$ cat config.mk
export PLATFORM = sky130hd
export DESIGN_NAME = spectrum_band_bar_peak_decay_flat
export DESIGN_NICKNAME = d
export VERILOG_FILES = /design/src/rtl/core/sbpd_pkg.sv /design/src/rtl/core/sbpd_req_if.sv /design/src/rtl/core/sbpd_rsp_if.sv /design/src/rtl/core/spectrum_band_bar_peak_decay.sv /design/src/rtl/core/sbpd_band_track.sv /design/src/rtl/core/sbpd_store.sv /design/src/rtl/core/sbpd_update.sv /design/src/flat_wrapper.sv
export SDC_FILE = /design/constraint.sdc
export NUM_CORES = 2
export LEC_CHECK = 0
export BUFFER_PORTS_ARGS = -buffer_cell sky130_fd_sc_hd__buf_2
export CAP_MARGIN = 20
export CORE_ASPECT_RATIO = 0.75
export CORE_MARGIN = 3
export CORE_UTILIZATION = 60
export CTS_CLUSTER_SIZE = 14
export DETAILED_ROUTE_END_ITERATION = 16
export PLACE_DENSITY = 0.74
export SLEW_MARGIN = 40
export SYNTH_ARGS = -nofsm -noshare
export SYNTH_HDL_FRONTEND = slang
export SYNTH_SLANG_ARGS = --single-unit
$ cat constraint.sdc
create_clock -name clock -period 9.1 [get_ports clock]
set_input_delay 1.365 -clock clock [delete_from_list [all_inputs] [get_ports clock]]
set_output_delay 1.365 -clock clock [all_outputs]
set_load 0.02 [all_outputs]
$ cat src/rtl/core/sbpd_pkg.sv
`timescale 1ns / 1ps
`default_nettype none

package sbpd_pkg;

   // boundary tables as given; the band count parameters may use fewer entries
   localparam int NARROW_TABLE = 75;
   localparam int WIDE_TABLE   = 19;

   localparam int LEVEL_W = 12;               // 4 integer + 8 fraction bits
   localparam int WORD_W  = 2 * LEVEL_W;      // {bar, peak} per memory word
   localparam int CSR_W   = 10;

   typedef enum logic [1:0] {
      CSR_LONG_BAND_MODE  = 2'd0,
      CSR_SHOW_PEAK_MARKS = 2'd1,
      CSR_BAR_FALLOFF     = 2'd2,
      CSR_PEAK_FALLOFF    = 2'd3
   } csr_index_type;

   // band close event from the bin tracker
   typedef struct packed {
      logic       close;
      logic [6:0] band;
      logic [7:0] y;       // band maximum >> 7
      logic       last;
   } close_type;

   function automatic logic [7:0] narrow_edge(input logic [7:0] idx);
      logic [7:0] e;
      if (idx <= 8'd58) begin
         e = idx;
      end else begin
         case (idx)
            8'd59:   e = 8'd61;
            8'd60:   e = 8'd66;
            8'd61:   e = 8'd71;
            8'd62:   e = 8'd76;
            8'd63:   e = 8'd81;
            8'd64:   e = 8'd87;
            8'd65:   e = 8'd93;
            8'd66:   e = 8'd100;
            8'd67:   e = 8'd107;
            8'd68:   e = 8'd114;
            8'd69:   e = 8'd122;
            8'd70:   e = 8'd131;
            8'd71:   e = 8'd140;
            8'd72:   e = 8'd150;
            8'd73:   e = 8'd161;
            8'd74:   e = 8'd172;
            8'd75:   e = 8'd184;
            default: e = 8'd255;
         endcase
      end
      return e;
   endfunction

   function automatic logic [7:0] wide_edge(input logic [7:0] idx);
      logic [7:0] e;
      if (idx <= 8'd8) begin
         e = idx;
      end else begin
         case (idx)
            8'd9:    e = 8'd11;
            8'd10:   e = 8'd15;
            8'd11:   e = 8'd20;
            8'd12:   e = 8'd27;
            8'd13:   e = 8'd36;
            8'd14:   e = 8'd47;
            8'd15:   e = 8'd62;
            8'd16:   e = 8'd82;
            8'd17:   e = 8'd107;
            8'd18:   e = 8'd141;
            8'd19:   e = 8'd184;
            default: e = 8'd255;
         endcase
      end
      return e;
   endfunction

   // smallest y reaching level m+1; floor(ln(y) * 3.60673760222)
   localparam logic [7:0] LEVEL_THRESH [15] = '{
      8'd2, 8'd2, 8'd3, 8'd4, 8'd5, 8'd6, 8'd7, 8'd10,
      8'd13, 8'd17, 8'd22, 8'd28, 8'd37, 8'd49, 8'd65
   };

   function automatic logic [3:0] level_of(input logic [7:0] y);
      logic [3:0] m;
      m = 4'd0;
      for (int k = 0; k < 15; k++) begin
         if (y >= LEVEL_THRESH[k]) m = 4'(k + 1);
      end
      return m;
   endfunction

endpackage

`default_nettype wire

$ cat src/rtl/core/sbpd_req_if.sv
`timescale 1ns / 1ps
`default_nettype none

interface sbpd_req_if;
   logic               valid;
   logic               ready;
   logic signed [15:0] bin_magnitude;
   logic               frame_start;

   modport source (output valid, output bin_magnitude, output frame_start, input ready);
   modport sink   (input valid, input bin_magnitude, input frame_start, output ready);
endinterface

`default_nettype wire

$ cat src/rtl/core/sbpd_rsp_if.sv
`timescale 1ns / 1ps
`default_nettype none

interface sbpd_rsp_if;
   logic        valid;
   logic        ready;
   logic [6:0]  band_index;
   logic [11:0] bar_level;
   logic [11:0] peak_level;
   logic        last_band;

   modport source (output valid, output band_index, output bar_level, output peak_level,
                   output last_band, input ready);
   modport sink   (input valid, input band_index, input bar_level, input peak_level,
                   input last_band, output ready);
endinterface

`default_nettype wire

$ cat src/rtl/core/spectrum_band_bar_peak_decay.sv
`timescale 1ns / 1ps
`default_nettype none

// Channel  Dir  Fields                                          Moves on
// req_ch   in   bin_magnitude, frame_start                      valid && ready
// rsp_ch   out  band_index, bar_level, peak_level, last_band    valid && ready
// csr_*    in   csr_index, csr_wr_data                          csr_wr_en
//
// One bin per cycle sustained. A band close reads the bar/peak memory at accept,
// updates and writes back when the update stage advances, which also loads the
// result into the output register. A close on the entry being written forwards.
// Reset (synchronous) clears the counters and the valid bits of all store entries.
// A stalled output holds the update stage; req_ready drops only then.

module spectrum_band_bar_peak_decay #(
   parameter int NARROW_BANDS = 75,
   parameter int WIDE_BANDS   = 19,
   parameter int BIN_COUNT    = 256
) (
   input  wire logic                      clock,
   input  wire logic                      reset,
   sbpd_req_if.sink                       req_ch,
   sbpd_rsp_if.source                     rsp_ch,
   input  wire logic                      csr_wr_en,
   input  wire logic [1:0]                csr_index,
   input  wire logic [sbpd_pkg::CSR_W-1:0] csr_wr_data
);

   localparam int NARROW_USED = (NARROW_BANDS < sbpd_pkg::NARROW_TABLE) ?
                                NARROW_BANDS : sbpd_pkg::NARROW_TABLE;
   localparam int WIDE_USED   = (WIDE_BANDS < sbpd_pkg::WIDE_TABLE) ?
                                WIDE_BANDS : sbpd_pkg::WIDE_TABLE;
   localparam int AW          = (NARROW_BANDS > 1) ? $clog2(NARROW_BANDS) : 1;
   localparam int LW          = sbpd_pkg::LEVEL_W;

   // configuration
   logic       long_band_mode_ff;
   logic       show_peak_marks_ff;
   logic [9:0] bar_falloff_ff;
   logic [7:0] peak_falloff_ff;

   always_ff @(posedge clock) begin
      if (reset) begin
         long_band_mode_ff  <= 1'b0;
         show_peak_marks_ff <= 1'b1;
         bar_falloff_ff     <= 10'd563;
         peak_falloff_ff    <= 8'd51;
      end else if (csr_wr_en) begin
         unique case (sbpd_pkg::csr_index_type'(csr_index))
            sbpd_pkg::CSR_LONG_BAND_MODE:  long_band_mode_ff  <= csr_wr_data[0];
            sbpd_pkg::CSR_SHOW_PEAK_MARKS: show_peak_marks_ff <= csr_wr_data[0];
            sbpd_pkg::CSR_BAR_FALLOFF:     bar_falloff_ff     <= csr_wr_data[9:0];
            sbpd_pkg::CSR_PEAK_FALLOFF:    peak_falloff_ff    <= csr_wr_data[7:0];
            default: ;
         endcase
      end
   end

   // bin tracking
   sbpd_pkg::close_type close_evt;
   logic                accept;

   sbpd_band_track #(
      .NARROW_BANDS (NARROW_BANDS),
      .NARROW_USED  (NARROW_USED),
      .WIDE_USED    (WIDE_USED),
      .BIN_COUNT    (BIN_COUNT)
   ) u_track (
      .clock          (clock),
      .reset          (reset),
      .accept         (accept),
      .bin_magnitude  (req_ch.bin_magnitude),
      .frame_start    (req_ch.frame_start),
      .long_band_mode (long_band_mode_ff),
      .close_evt      (close_evt)
   );

   // update stage
   logic       s1_valid_ff, s1_valid_in;
   logic [6:0] s1_band_ff;
   logic [7:0] s1_y_ff;
   logic       s1_last_ff;
   logic       s1_adv;

   logic                        rsp_valid_ff, rsp_valid_in;
   logic [6:0]                  rsp_band_ff;
   logic [LW-1:0]               rsp_bar_ff, rsp_peak_ff;
   logic                        rsp_last_ff;

   logic [sbpd_pkg::WORD_W-1:0] rd_word, new_word;

   assign s1_adv       = s1_valid_ff && (!rsp_valid_ff || rsp_ch.ready);
   assign req_ch.ready = !s1_valid_ff || s1_adv;
   assign accept       = req_ch.valid && req_ch.ready;

   sbpd_store #(
      .DEPTH (NARROW_BANDS),
      .AW    (AW)
   ) u_store (
      .clock   (clock),
      .reset   (reset),
      .rd_en   (accept && close_evt.close),
      .rd_addr (close_evt.band[AW-1:0]),
      .wr_en   (s1_adv),
      .wr_addr (s1_band_ff[AW-1:0]),
      .wr_data (new_word),
      .rd_data (rd_word)
   );

   sbpd_update u_update (
      .y               (s1_y_ff),
      .old_word        (rd_word),
      .bar_falloff     (bar_falloff_ff),
      .peak_falloff    (peak_falloff_ff),
      .show_peak_marks (show_peak_marks_ff),
      .new_word        (new_word)
   );

   always_comb begin
      s1_valid_in = s1_valid_ff;
      if (accept)      s1_valid_in = close_evt.close;
      else if (s1_adv) s1_valid_in = 1'b0;

      rsp_valid_in = rsp_valid_ff;
      if (s1_adv)            rsp_valid_in = 1'b1;
      else if (rsp_ch.ready) rsp_valid_in = 1'b0;
   end

   always_ff @(posedge clock) begin
      if (reset) begin
         s1_valid_ff  <= 1'b0;
         rsp_valid_ff <= 1'b0;
      end else begin
         s1_valid_ff  <= s1_valid_in;
         rsp_valid_ff <= rsp_valid_in;
      end
   end

   always_ff @(posedge clock) begin
      if (accept && close_evt.close) begin
         s1_band_ff <= close_evt.band;
         s1_y_ff    <= close_evt.y;
         s1_last_ff <= close_evt.last;
      end
      if (s1_adv) begin
         rsp_band_ff <= s1_band_ff;
         rsp_bar_ff  <= new_word[2*LW-1:LW];
         rsp_peak_ff <= new_word[LW-1:0];
         rsp_last_ff <= s1_last_ff;
      end
   end

   assign rsp_ch.valid      = rsp_valid_ff;
   assign rsp_ch.band_index = rsp_band_ff;
   assign rsp_ch.bar_level  = rsp_bar_ff;
   assign rsp_ch.peak_level = rsp_peak_ff;
   assign rsp_ch.last_band  = rsp_last_ff;

   a_stall_blocks_input: assert property (@(posedge clock) disable iff (reset)
      s1_valid_ff && !s1_adv |-> !req_ch.ready)
      else $error("item taken while the update stage is stalled");

   a_levels_in_range: assert property (@(posedge clock) disable iff (reset)
      rsp_valid_ff |-> (rsp_bar_ff <= 12'd3840) && (rsp_peak_ff <= 12'd3840))
      else $error("level above full scale");

endmodule

`default_nettype wire

$ cat src/rtl/core/sbpd_band_track.sv
`timescale 1ns / 1ps
`default_nettype none

module sbpd_band_track #(
   parameter int NARROW_BANDS = 75,
   parameter int NARROW_USED  = 75,
   parameter int WIDE_USED    = 19,
   parameter int BIN_COUNT    = 256
) (
   input  wire logic               clock,
   input  wire logic               reset,
   input  wire logic               accept,
   input  wire logic signed [15:0] bin_magnitude,
   input  wire logic               frame_start,
   input  wire logic               long_band_mode,
   output sbpd_pkg::close_type     close_evt
);

   localparam int CNT_W = $clog2(BIN_COUNT + 1);

   logic [CNT_W-1:0] bin_count_ff, bin_count_in;
   logic [6:0]       band_pointer_ff, band_pointer_in;
   logic [14:0]      band_max_ff, band_max_in;

   logic [CNT_W-1:0] cnt;
   logic [6:0]       ptr;
   logic [14:0]      cur_max, new_max, mag;
   logic [7:0]       nbands, ptr_inc, band_end;
   logic             active, closing;

   always_comb begin
      cnt     = frame_start ? '0 : bin_count_ff;
      ptr     = frame_start ? '0 : band_pointer_ff;
      cur_max = frame_start ? '0 : band_max_ff;
      mag     = bin_magnitude[15] ? '0 : bin_magnitude[14:0];
      new_max = (mag > cur_max) ? mag : cur_max;
      nbands  = long_band_mode ? 8'(NARROW_USED) : 8'(WIDE_USED);
      ptr_inc = {1'b0, ptr} + 8'd1;
      active  = ({1'b0, ptr} < nbands) && ({1'b0, ptr} < 8'(NARROW_BANDS));
      band_end = long_band_mode ? sbpd_pkg::narrow_edge(ptr_inc)
                                : sbpd_pkg::wide_edge(ptr_inc);
      closing = active && (({1'b0, cnt} + (CNT_W+1)'(1)) >= (CNT_W+1)'(band_end));

      bin_count_in    = bin_count_ff;
      band_pointer_in = band_pointer_ff;
      band_max_in     = band_max_ff;
      if (accept) begin
         bin_count_in    = (cnt < CNT_W'(BIN_COUNT)) ? cnt + CNT_W'(1) : cnt;
         band_pointer_in = closing ? ptr_inc[6:0] : ptr;
         band_max_in     = closing ? '0 : (active ? new_max : cur_max);
      end

      close_evt.close = closing;
      close_evt.band  = ptr;
      close_evt.y     = new_max[14:7];
      close_evt.last  = (ptr_inc == nbands);
   end

   always_ff @(posedge clock) begin
      if (reset) begin
         bin_count_ff    <= '0;
         band_pointer_ff <= '0;
         band_max_ff     <= '0;
      end else begin
         bin_count_ff    <= bin_count_in;
         band_pointer_ff <= band_pointer_in;
         band_max_ff     <= band_max_in;
      end
   end

endmodule

`default_nettype wire

$ cat src/rtl/core/sbpd_store.sv
`timescale 1ns / 1ps
`default_nettype none

module sbpd_store #(
   parameter int DEPTH = 75,
   parameter int AW    = 7
) (
   input  wire logic                        clock,
   input  wire logic                        reset,
   input  wire logic                        rd_en,
   input  wire logic [AW-1:0]               rd_addr,
   input  wire logic                        wr_en,
   input  wire logic [AW-1:0]               wr_addr,
   input  wire logic [sbpd_pkg::WORD_W-1:0] wr_data,
   output logic [sbpd_pkg::WORD_W-1:0]      rd_data
);

   logic [sbpd_pkg::WORD_W-1:0] mem_ff [DEPTH];
   logic [sbpd_pkg::WORD_W-1:0] rd_q_ff;
   logic [sbpd_pkg::WORD_W-1:0] fwd_data_ff;
   logic [DEPTH-1:0]            valid_ff;
   logic                        rd_valid_ff;
   logic                        fwd_ff;

   // entries never written since reset read as zero
   always_ff @(posedge clock) begin
      if (wr_en) mem_ff[wr_addr] <= wr_data;
      if (rd_en) begin
         rd_q_ff     <= mem_ff[rd_addr];
         fwd_data_ff <= wr_data;
      end
   end

   always_ff @(posedge clock) begin
      if (reset) begin
         valid_ff    <= '0;
         rd_valid_ff <= 1'b0;
         fwd_ff      <= 1'b0;
      end else begin
         if (wr_en) valid_ff[wr_addr] <= 1'b1;
         if (rd_en) begin
            rd_valid_ff <= valid_ff[rd_addr];
            // write to the same entry in the read cycle: memory returns the old word
            fwd_ff      <= wr_en && (wr_addr == rd_addr);
         end
      end
   end

   assign rd_data = fwd_ff ? fwd_data_ff : (rd_valid_ff ? rd_q_ff : '0);

   a_forward_same_entry: assert property (@(posedge clock) disable iff (reset)
      rd_en && wr_en && (rd_addr == wr_addr) |=> rd_data == $past(wr_data))
      else $error("read after same-entry write lost the new word");

   a_read_data_holds: assert property (@(posedge clock) disable iff (reset)
      !rd_en && !$past(reset) |=> $stable(rd_data))
      else $error("read data changed without a read");

endmodule

`default_nettype wire

$ cat src/rtl/core/sbpd_update.sv
`timescale 1ns / 1ps
`default_nettype none

module sbpd_update (
   input  wire logic [7:0]                  y,
   input  wire logic [sbpd_pkg::WORD_W-1:0] old_word,
   input  wire logic [9:0]                  bar_falloff,
   input  wire logic [7:0]                  peak_falloff,
   input  wire logic                        show_peak_marks,
   output logic [sbpd_pkg::WORD_W-1:0]      new_word
);

   localparam int LW = sbpd_pkg::LEVEL_W;

   logic [LW-1:0] target, bar_old, peak_old, bar_dec, peak_dec, bar_new, peak_new;

   always_comb begin
      target   = {sbpd_pkg::level_of(y), 8'h00};
      bar_old  = old_word[2*LW-1:LW];
      peak_old = old_word[LW-1:0];

      bar_dec  = (bar_old > LW'(bar_falloff)) ? bar_old - LW'(bar_falloff) : '0;
      peak_dec = (peak_old > LW'(peak_falloff)) ? peak_old - LW'(peak_falloff) : '0;

      bar_new  = (bar_dec > target) ? bar_dec : target;
      peak_new = show_peak_marks ? ((peak_dec > target) ? peak_dec : target) : peak_old;

      new_word = {bar_new, peak_new};
   end

endmodule

`default_nettype wire

$ cat src/flat_wrapper.sv
// flat-port wrapper written by rule: the top's interface ports become plain ports
module spectrum_band_bar_peak_decay_flat 
#(
   parameter int NARROW_BANDS = 75,
   parameter int WIDE_BANDS   = 19,
   parameter int BIN_COUNT    = 256
)
  (clock, reset, csr_wr_en, csr_index, csr_wr_data, req_ch_valid, req_ch_bin_magnitude, req_ch_frame_start, req_ch_ready, rsp_ch_valid, rsp_ch_band_index, rsp_ch_bar_level, rsp_ch_peak_level, rsp_ch_last_band, rsp_ch_ready);
  sbpd_req_if req_ch_i ();
  sbpd_rsp_if rsp_ch_i ();
  input  wire logic clock;
  input  wire logic reset;
  input  wire logic csr_wr_en;
  input  wire logic [1:0] csr_index;
  input  wire logic [sbpd_pkg::CSR_W-1:0] csr_wr_data;
  input wire logic [$bits(req_ch_i.valid)-1:0] req_ch_valid;
  input wire logic [$bits(req_ch_i.bin_magnitude)-1:0] req_ch_bin_magnitude;
  input wire logic [$bits(req_ch_i.frame_start)-1:0] req_ch_frame_start;
  output wire logic [$bits(req_ch_i.ready)-1:0] req_ch_ready;
  output wire logic [$bits(rsp_ch_i.valid)-1:0] rsp_ch_valid;
  output wire logic [$bits(rsp_ch_i.band_index)-1:0] rsp_ch_band_index;
  output wire logic [$bits(rsp_ch_i.bar_level)-1:0] rsp_ch_bar_level;
  output wire logic [$bits(rsp_ch_i.peak_level)-1:0] rsp_ch_peak_level;
  output wire logic [$bits(rsp_ch_i.last_band)-1:0] rsp_ch_last_band;
  input wire logic [$bits(rsp_ch_i.ready)-1:0] rsp_ch_ready;
  assign req_ch_i.valid = req_ch_valid;
  assign req_ch_i.bin_magnitude = req_ch_bin_magnitude;
  assign req_ch_i.frame_start = req_ch_frame_start;
  assign req_ch_ready = req_ch_i.ready;
  assign rsp_ch_valid = rsp_ch_i.valid;
  assign rsp_ch_band_index = rsp_ch_i.band_index;
  assign rsp_ch_bar_level = rsp_ch_i.bar_level;
  assign rsp_ch_peak_level = rsp_ch_i.peak_level;
  assign rsp_ch_last_band = rsp_ch_i.last_band;
  assign rsp_ch_i.ready = rsp_ch_ready;
  spectrum_band_bar_peak_decay #(.NARROW_BANDS(NARROW_BANDS), .WIDE_BANDS(WIDE_BANDS), .BIN_COUNT(BIN_COUNT)) u_core (.clock(clock), .reset(reset), .req_ch(req_ch_i), .rsp_ch(rsp_ch_i), .csr_wr_en(csr_wr_en), .csr_index(csr_index), .csr_wr_data(csr_wr_data));
endmodule
After elaboration in Yosys (flattened, before gate mapping)

Memories as Yosys holds them, arrays and structs flattened. A register that Yosys moved wholly into a read port is not among the register bits.
Index checks and enable logic that the tools add are counted.

Register bits: 202
Logic and storage cells: 143
RAM bits: 1800
Output and inout bits: 34
Memories kept: 2
Memory bits (read-only): 256

Multiplexer cells: 46
Bitwise operators: 1
$add $sub $neg: 5
$lt $le $gt $ge: 28
Eq/ne operators: 22
Reduce and logical (&&, ||, !) cells: 19

Memory list:

| name                  | depth | bits a word | read ports | clocked after memory_dff | write ports | RTL line         | source |
|---|---|---|---|---|---|---|---|
| u_core.u_store.mem_ff | 75    | 24          | 1          | 1                        | 1           | sbpd_store.sv:18 | `logic [sbpd_pkg::WORD_W-1:0] mem_ff [DEPTH];` |
| (no name shown)       | 32    | 8           | 1          | 0                        | 0           | sbpd_pkg.sv:63   | `case (idx)` |

Operators by type and width:

| operator                                                           | number |
|---|---|
| one-hot mux 8 bit (17 select lines)                                | 1 |
| equality test 8 x 7 -> 1 bit (second input constant)               | 12 |
| 2-to-1 mux 15 bit                                                  | 5 |
| OR 75 bit                                                          | 1 |
| 2-to-1 mux 12 bit                                                  | 5 |
| 2-to-1 mux 4 bit                                                   | 13 |
| 2-to-1 mux 24 bit                                                  | 2 |
| equality test 8 x 6 -> 1 bit (second input constant)               | 5 |
| greater-or-equal comparator 8 x 3 -> 1 bit (second input constant) | 4 |
| 2-to-1 mux 8 bit                                                   | 4 |
| greater-or-equal comparator 8 x 5 -> 1 bit (second input constant) | 3 |
| > comparator 12 bit                                                | 2 |
| 2-to-1 mux 7 bit                                                   | 3 |
| 2-to-1 mux 9 bit                                                   | 2 |
| greater-or-equal comparator 8 x 2 -> 1 bit (second input constant) | 2 |
| greater-or-equal comparator 8 x 4 -> 1 bit (second input constant) | 2 |
| greater-or-equal comparator 8 x 6 -> 1 bit (second input constant) | 2 |
| < comparator 7 x 8 -> 1 bit (second input constant)                | 2 |
| > comparator 15 bit                                                | 1 |
| > comparator 12 x 10 -> 1 bit                                      | 1 |
| > comparator 12 x 8 -> 1 bit                                       | 1 |
| subtractor 12 x 10 -> 12 bit                                       | 1 |
| subtractor 12 x 8 -> 12 bit                                        | 1 |
| adder 9 x 1 -> 10 bit (second input constant)                      | 1 |
| other kinds (25)                                                   | 45 |

Longest topological paths before layout

Word-level depth: 18
Mapped depth: 25
Gate-level depth less buffers: 19

Modules after synthesis

From an unflattened synthesis, not the netlist that was laid out.

Cell total of the unflattened synthesis: 4362
Area total of the unflattened synthesis: 81514.4 µm²

By module, submodules not included:

| module                       | seq. area each (µm²) | instances | area each (µm²) | cells an instance |
|---|---|---|---|---|
| sbpd_store                   | 57034.7              | 1         | 74011.0         | 3490 |
| sbpd_band_track              | 620.6                | 1         | 3382.0          | 467 |
| spectrum_band_bar_peak_decay | 1881.8               | 1         | 2347.3          | 138 |
| sbpd_update                  | 0.0                  | 1         | 1774.2          | 267 |

Worst setup path after synthesis

No wires, ideal clock.

Path type: register -> register
Start point: reg u_core.u_store.fwd_ff
End point: reg u_core.rsp_bar_ff[10] (netlist: u_core.rsp_ch.bar_level[10]) (data pin)
Data required time: 8275 ps
Arrival time: 7487 ps
Cell stages (with the launch flop): 21
Clock period less this slack: 8312 ps
Setup slack: 788 ps
Path through: dfxtp_1 clkbuf_1 nor2b_1 clkbuf_1 clkbuf_1 a22oi_1 ha_1 fa_1 nor2b_1 o21ai_0 a21oi_1 o41a_1 a21o_1 nand2_1 ha_1 nand4_1 nor2_1 o21ai_0 or4_1 or2_1 a211oi_1

Cells in the longest elaborated chain, start to end: 5

RTL lines:

| item                                                                          | RTL line                            | source |
|---|---|---|
| from (decl)                                                                   | sbpd_store.sv:23                    | `logic fwd_ff;` |
| from (signal assigned)                                                        | sbpd_store.sv:44                    | `fwd_ff <= wr_en && (wr_addr == rd_addr);` |
| 2-to-1 mux 24 bit (*)                                                         | sbpd_store.sv:49                    | `assign rd_data = fwd_ff ? fwd_data_ff : (rd_valid_ff ? rd_q_ff : '0);` |
| subtractor 12 x 10 -> 12 bit or > comparator 12 x 10 -> 1 bit (tied branches) | sbpd_update.sv:22                   | `bar_dec = (bar_old > LW'(bar_falloff)) ? bar_old - LW'(bar_falloff) : '0;` |
| 2-to-1 mux 12 bit (*)                                                         | sbpd_update.sv:22                   |  |
| > comparator 12 bit                                                           | sbpd_update.sv:25                   | `bar_new = (bar_dec > target) ? bar_dec : target;` |
| 2-to-1 mux 12 bit (*)                                                         | sbpd_update.sv:25                   |  |
| via u_core.new_word (one bit)                                                 | spectrum_band_bar_peak_decay.sv:90  | `logic [sbpd_pkg::WORD_W-1:0] rd_word, new_word;` |
| to (signal assigned)                                                          | spectrum_band_bar_peak_decay.sv:147 | `rsp_bar_ff <= new_word[2*LW-1:LW];` |
| to (decl)                                                                     | spectrum_band_bar_peak_decay.sv:87  | `logic [LW-1:0] rsp_bar_ff, rsp_peak_ff;` |

The timed path passes the listed nets; every way through them passes the cells marked *.
A chain may end at the register's enable or synchronous reset.

Worst setup path in the final report

Start point: reg u_core.u_store.fwd_ff
End point: mem u_core.u_store.mem_ff[8][22] (netlist bit) (data pin)

Cells in the longest elaborated chain, start to end: 5

RTL lines:

| item                                                                          | RTL line |
|---|---|
| 2-to-1 mux 24 bit (*)                                                         | sbpd_store.sv:49 |
| subtractor 12 x 10 -> 12 bit or > comparator 12 x 10 -> 1 bit (tied branches) | sbpd_update.sv:22 |
| 2-to-1 mux 12 bit (*)                                                         | sbpd_update.sv:22 |
| > comparator 12 bit                                                           | sbpd_update.sv:25 |
| 2-to-1 mux 12 bit (*)                                                         | sbpd_update.sv:25 |
| via u_core.new_word (one bit)                                                 | spectrum_band_bar_peak_decay.sv:90 |
| to (decl)                                                                     | sbpd_store.sv:18 |

Marked as above.

==> results.tsv <==
metric	value	unit
status	completed	
comb_power_share	8.0	%
tightestPinTransition	0.930	ns
maxCapViolations	0	
syn_nets	5537	
fin_crit_sh	71.2	%
core	136000	µm²
grt_start_max_net_pins	128	
avgSynthCellArea	15.1	µm²
cp.arrival	6.99	ns
synthArstFlopShare	0	%
drv_slew	0	
power.switching	0.00457	W
start_util	60.6	%
drtAntennaViolNets	0	
stdcell_area	91100	µm²
yosysSeqAreaShare	72.3	%
netlist_area	82400	µm²
avgRoutedWirePerCell	31.9	µm
via_per_inst	7.00	
ys_types	106	
ir_drop	0.182	mV
hold_ws	0.443	ns
synth_ff_type	edfxtp_1	
root_buffer	clkbuf_16	
h-tree-depth	4	
portBuffers	67	
grt_use_total	33.2	%
drive_above_1_share	14.4	%
drt_wl_total	238	mm
fin_setup_tns	0	ns
ios	68	
hp-class	flop to flop	
die_area	142000	µm²
slew_headroom	37.0	%
yosys-top-cells-area	edfxtp_1, mux2i_1, dfxtp_1	
place_ws	1.99	ns
synth_area_leader_cell	edfxtp_1	
syn_to_final_growth	10.6	%
drc	0	
clock_path_buffers	3	
clock_sinks	2026	
fin_ws	2.62	ns
cts_tree	done	
pwr-share-clk	38.3	%
synth_commonest_cells	edfxtp_1, nor2_1, a21oi_1, mux2i_1, nand2_1	
placed_cell_area	85300	µm²
yosys_warnings	0	
rsz0062_at_grt	false	
crit_type	flop to flop	
p_total	0.0194	W
fmax	0.154	GHz
hpwlAfterDp	135	mm
rows	117	
cp_max_fo	55	
post_cts_buffers	0	
cts_resized	0	
powerDensity	213	nW/µm²
r2r_slack	2.62	ns
clk_pin_slew	0.06	ns
die_w	434	µm
endpoint_kind	flop	
crit_required	9.61	ns
grt_pass1_vias	49100	
ys_ff_latch	2026	
finalSetupViolations	0	
nNetsFinal	5604	
gr-total-overflow	0	
synth_top_area_share	69.1	%
start_kind	flop	
clock_skew	0.0657	ns
gp_congestion	0.919	
p_int	0.0148	W
route.vias.total	52200	
cts-hold-fix-buffers	0	
numCtsBuffers	182	
synth_edf_count	1896	
switching_share	23.5	%
clock_latency	0.84	ns
grt_pass1_wl	341	mm
drt_iter0_markers	7793	
synth_most_common_cell	edfxtp_1	
die_h	327	µm
synthCells	5445	
first_pass_iters	6	
period_needed	6.48	ns
seqPwrFrac	53.8	%
p_leak	30.1	nW
antenna_found_initial	11	
final-hold-violation-count	0	
==> registers in the layout (all words and copies together), names as in the netlist, 7 cells and up <==
register	cells
u_core.u_store.valid_ff	75
u_core.peak_falloff_ff	8
u_core.u_track.bin_count_ff	9
u_core.rsp_ch.peak_level	12
u_core.bar_falloff_ff	10
u_core.u_track.band_max_ff	15
u_core.rsp_ch.band_index	7
u_core.u_track.band_pointer_ff	7
u_core.s1_band_ff	7
u_core.s1_y_ff	8
u_core.u_store.mem_ff	1800
u_core.u_store.rd_q_ff	24
u_core.rsp_ch.bar_level	12
u_core.u_store.fwd_data_ff	24
==> power groups by stage <==
stage               Sequential, W  Clock [W]  Combinational (W)
finish                     0.0104    0.00743            0.00154
global route               0.0104    0.00783            0.00162
CTS                        0.0104    0.00748            0.00150
detailed placement         0.0106          0            0.00149
global placement           0.0106          0            0.00145
floorplan                  0.0106          0           0.000903
==> through the flow <==
stage / utilization (%) / std cells
2_1_floorplan: - / 5445
3_3_place_gp: 62.4 / 7090
3_5_place_dp: 62.7 / 7106
4_1_cts: 66.9 / 7442
5_1_grt: 67.0 / 7449
6_report: 67.0 / 7451
==> worst max-delay path, stage by stage, from the launching register on <==
cell and delay, ns:
dfxtp_2 0.65, nor2b_1 0.09, buf_4 0.24, a22o_1 0.23
ha_1 0.37, nand2_1 0.09, a21oi_1 0.19, o31a_1 0.22
o22a_1 0.24, nor4_1 0.08, a311oi_1 0.69, nor2_1 0.09
ha_1 0.34, nand4_1 0.19, nor2_1 0.14, o21ai_0 0.08
or4_1 0.57, or2_1 0.33, a211oi_4 0.21, buf_4 0.38
buf_4 0.62
==> path summary, 6_finish.rpt <==
path,startpoint,end,depth (start not counted)
worst max-delay path,u_core.u_store.fwd_ff$_SDFFE_PP0P_,u_core.u_store.mem_ff[8][22]$_DFFE_PP_,20
worst min-delay path,u_core.u_track.band_max_ff[0]$_SDFFE_PP0P_,u_core.u_track.band_max_ff[0]$_SDFFE_PP0P_,1
worst max register to register,u_core.u_store.fwd_ff$_SDFFE_PP0P_,u_core.u_store.mem_ff[8][22]$_DFFE_PP_,20
worst min register to register,u_core.u_track.band_max_ff[0]$_SDFFE_PP0P_,u_core.u_track.band_max_ff[0]$_SDFFE_PP0P_,1
==> kinds of logic (layout without fill, tap and decap cells) <==
logic type,Yosys count,after routing,synth area share [%]
AND/OR/NAND/NOR,980,980,5.25
AO/OA/AOI/OAI,1490,1490,12.8
flip-flops,2026,2026,72.3
XOR/XNOR,30,30,0.337
other,0,2,0
buffers and inverters,435,654,2.74
adder cells (fa/ha/maj),58,58,0.899
multiplexers,426,426,5.73
==> per-layer routing <==
| layer | track usage (%) | wire length [µm] | vias to the layer above |
|---|---|---|---|
| met2 | 48.8 | 106000 | 3633 |
| met3 | 9.60 | 30500 | 623 |
| met4 | 13.6 | 11000 | 0 |
| met1 | 46.9 | 90900 | 26100 |
| met5 | 0 | 0 | - |
| li1 | - | - | 21800 |
==> cells in the final DEF, fill, tap and decap left out, types with 112 or more instances in the layout <==
cell type  netlist  final
o22ai_1        134    133
a21oi_1        324    324
nor2_1         464    384
a211oi_1       117    112
o21ai_0        223    218
mux2i_1        288    287
edfxtp_1      1896   1896
dfxtp_1        130    125
buf_4           46    145
a221oi_1       166    165
clkbuf_16        0    186
nand2_1        258    256
==> cell type report <==
cell class / count / area (µm²)
Fill cell: 9085 / 44900
Tap cell: 1785 / 2230
Timing Repair Buffer: 260 / 2180
Clock inverter: 76 / 633
Sequential cell: 2026 / 59600
Inverter: 58 / 228
Clock buffer: 260 / 5060
Antenna cell: 2 / 5.00
Multi-Input combinational cell: 2984 / 21200
No activity file was read; power rests on OpenSTA's default activity.
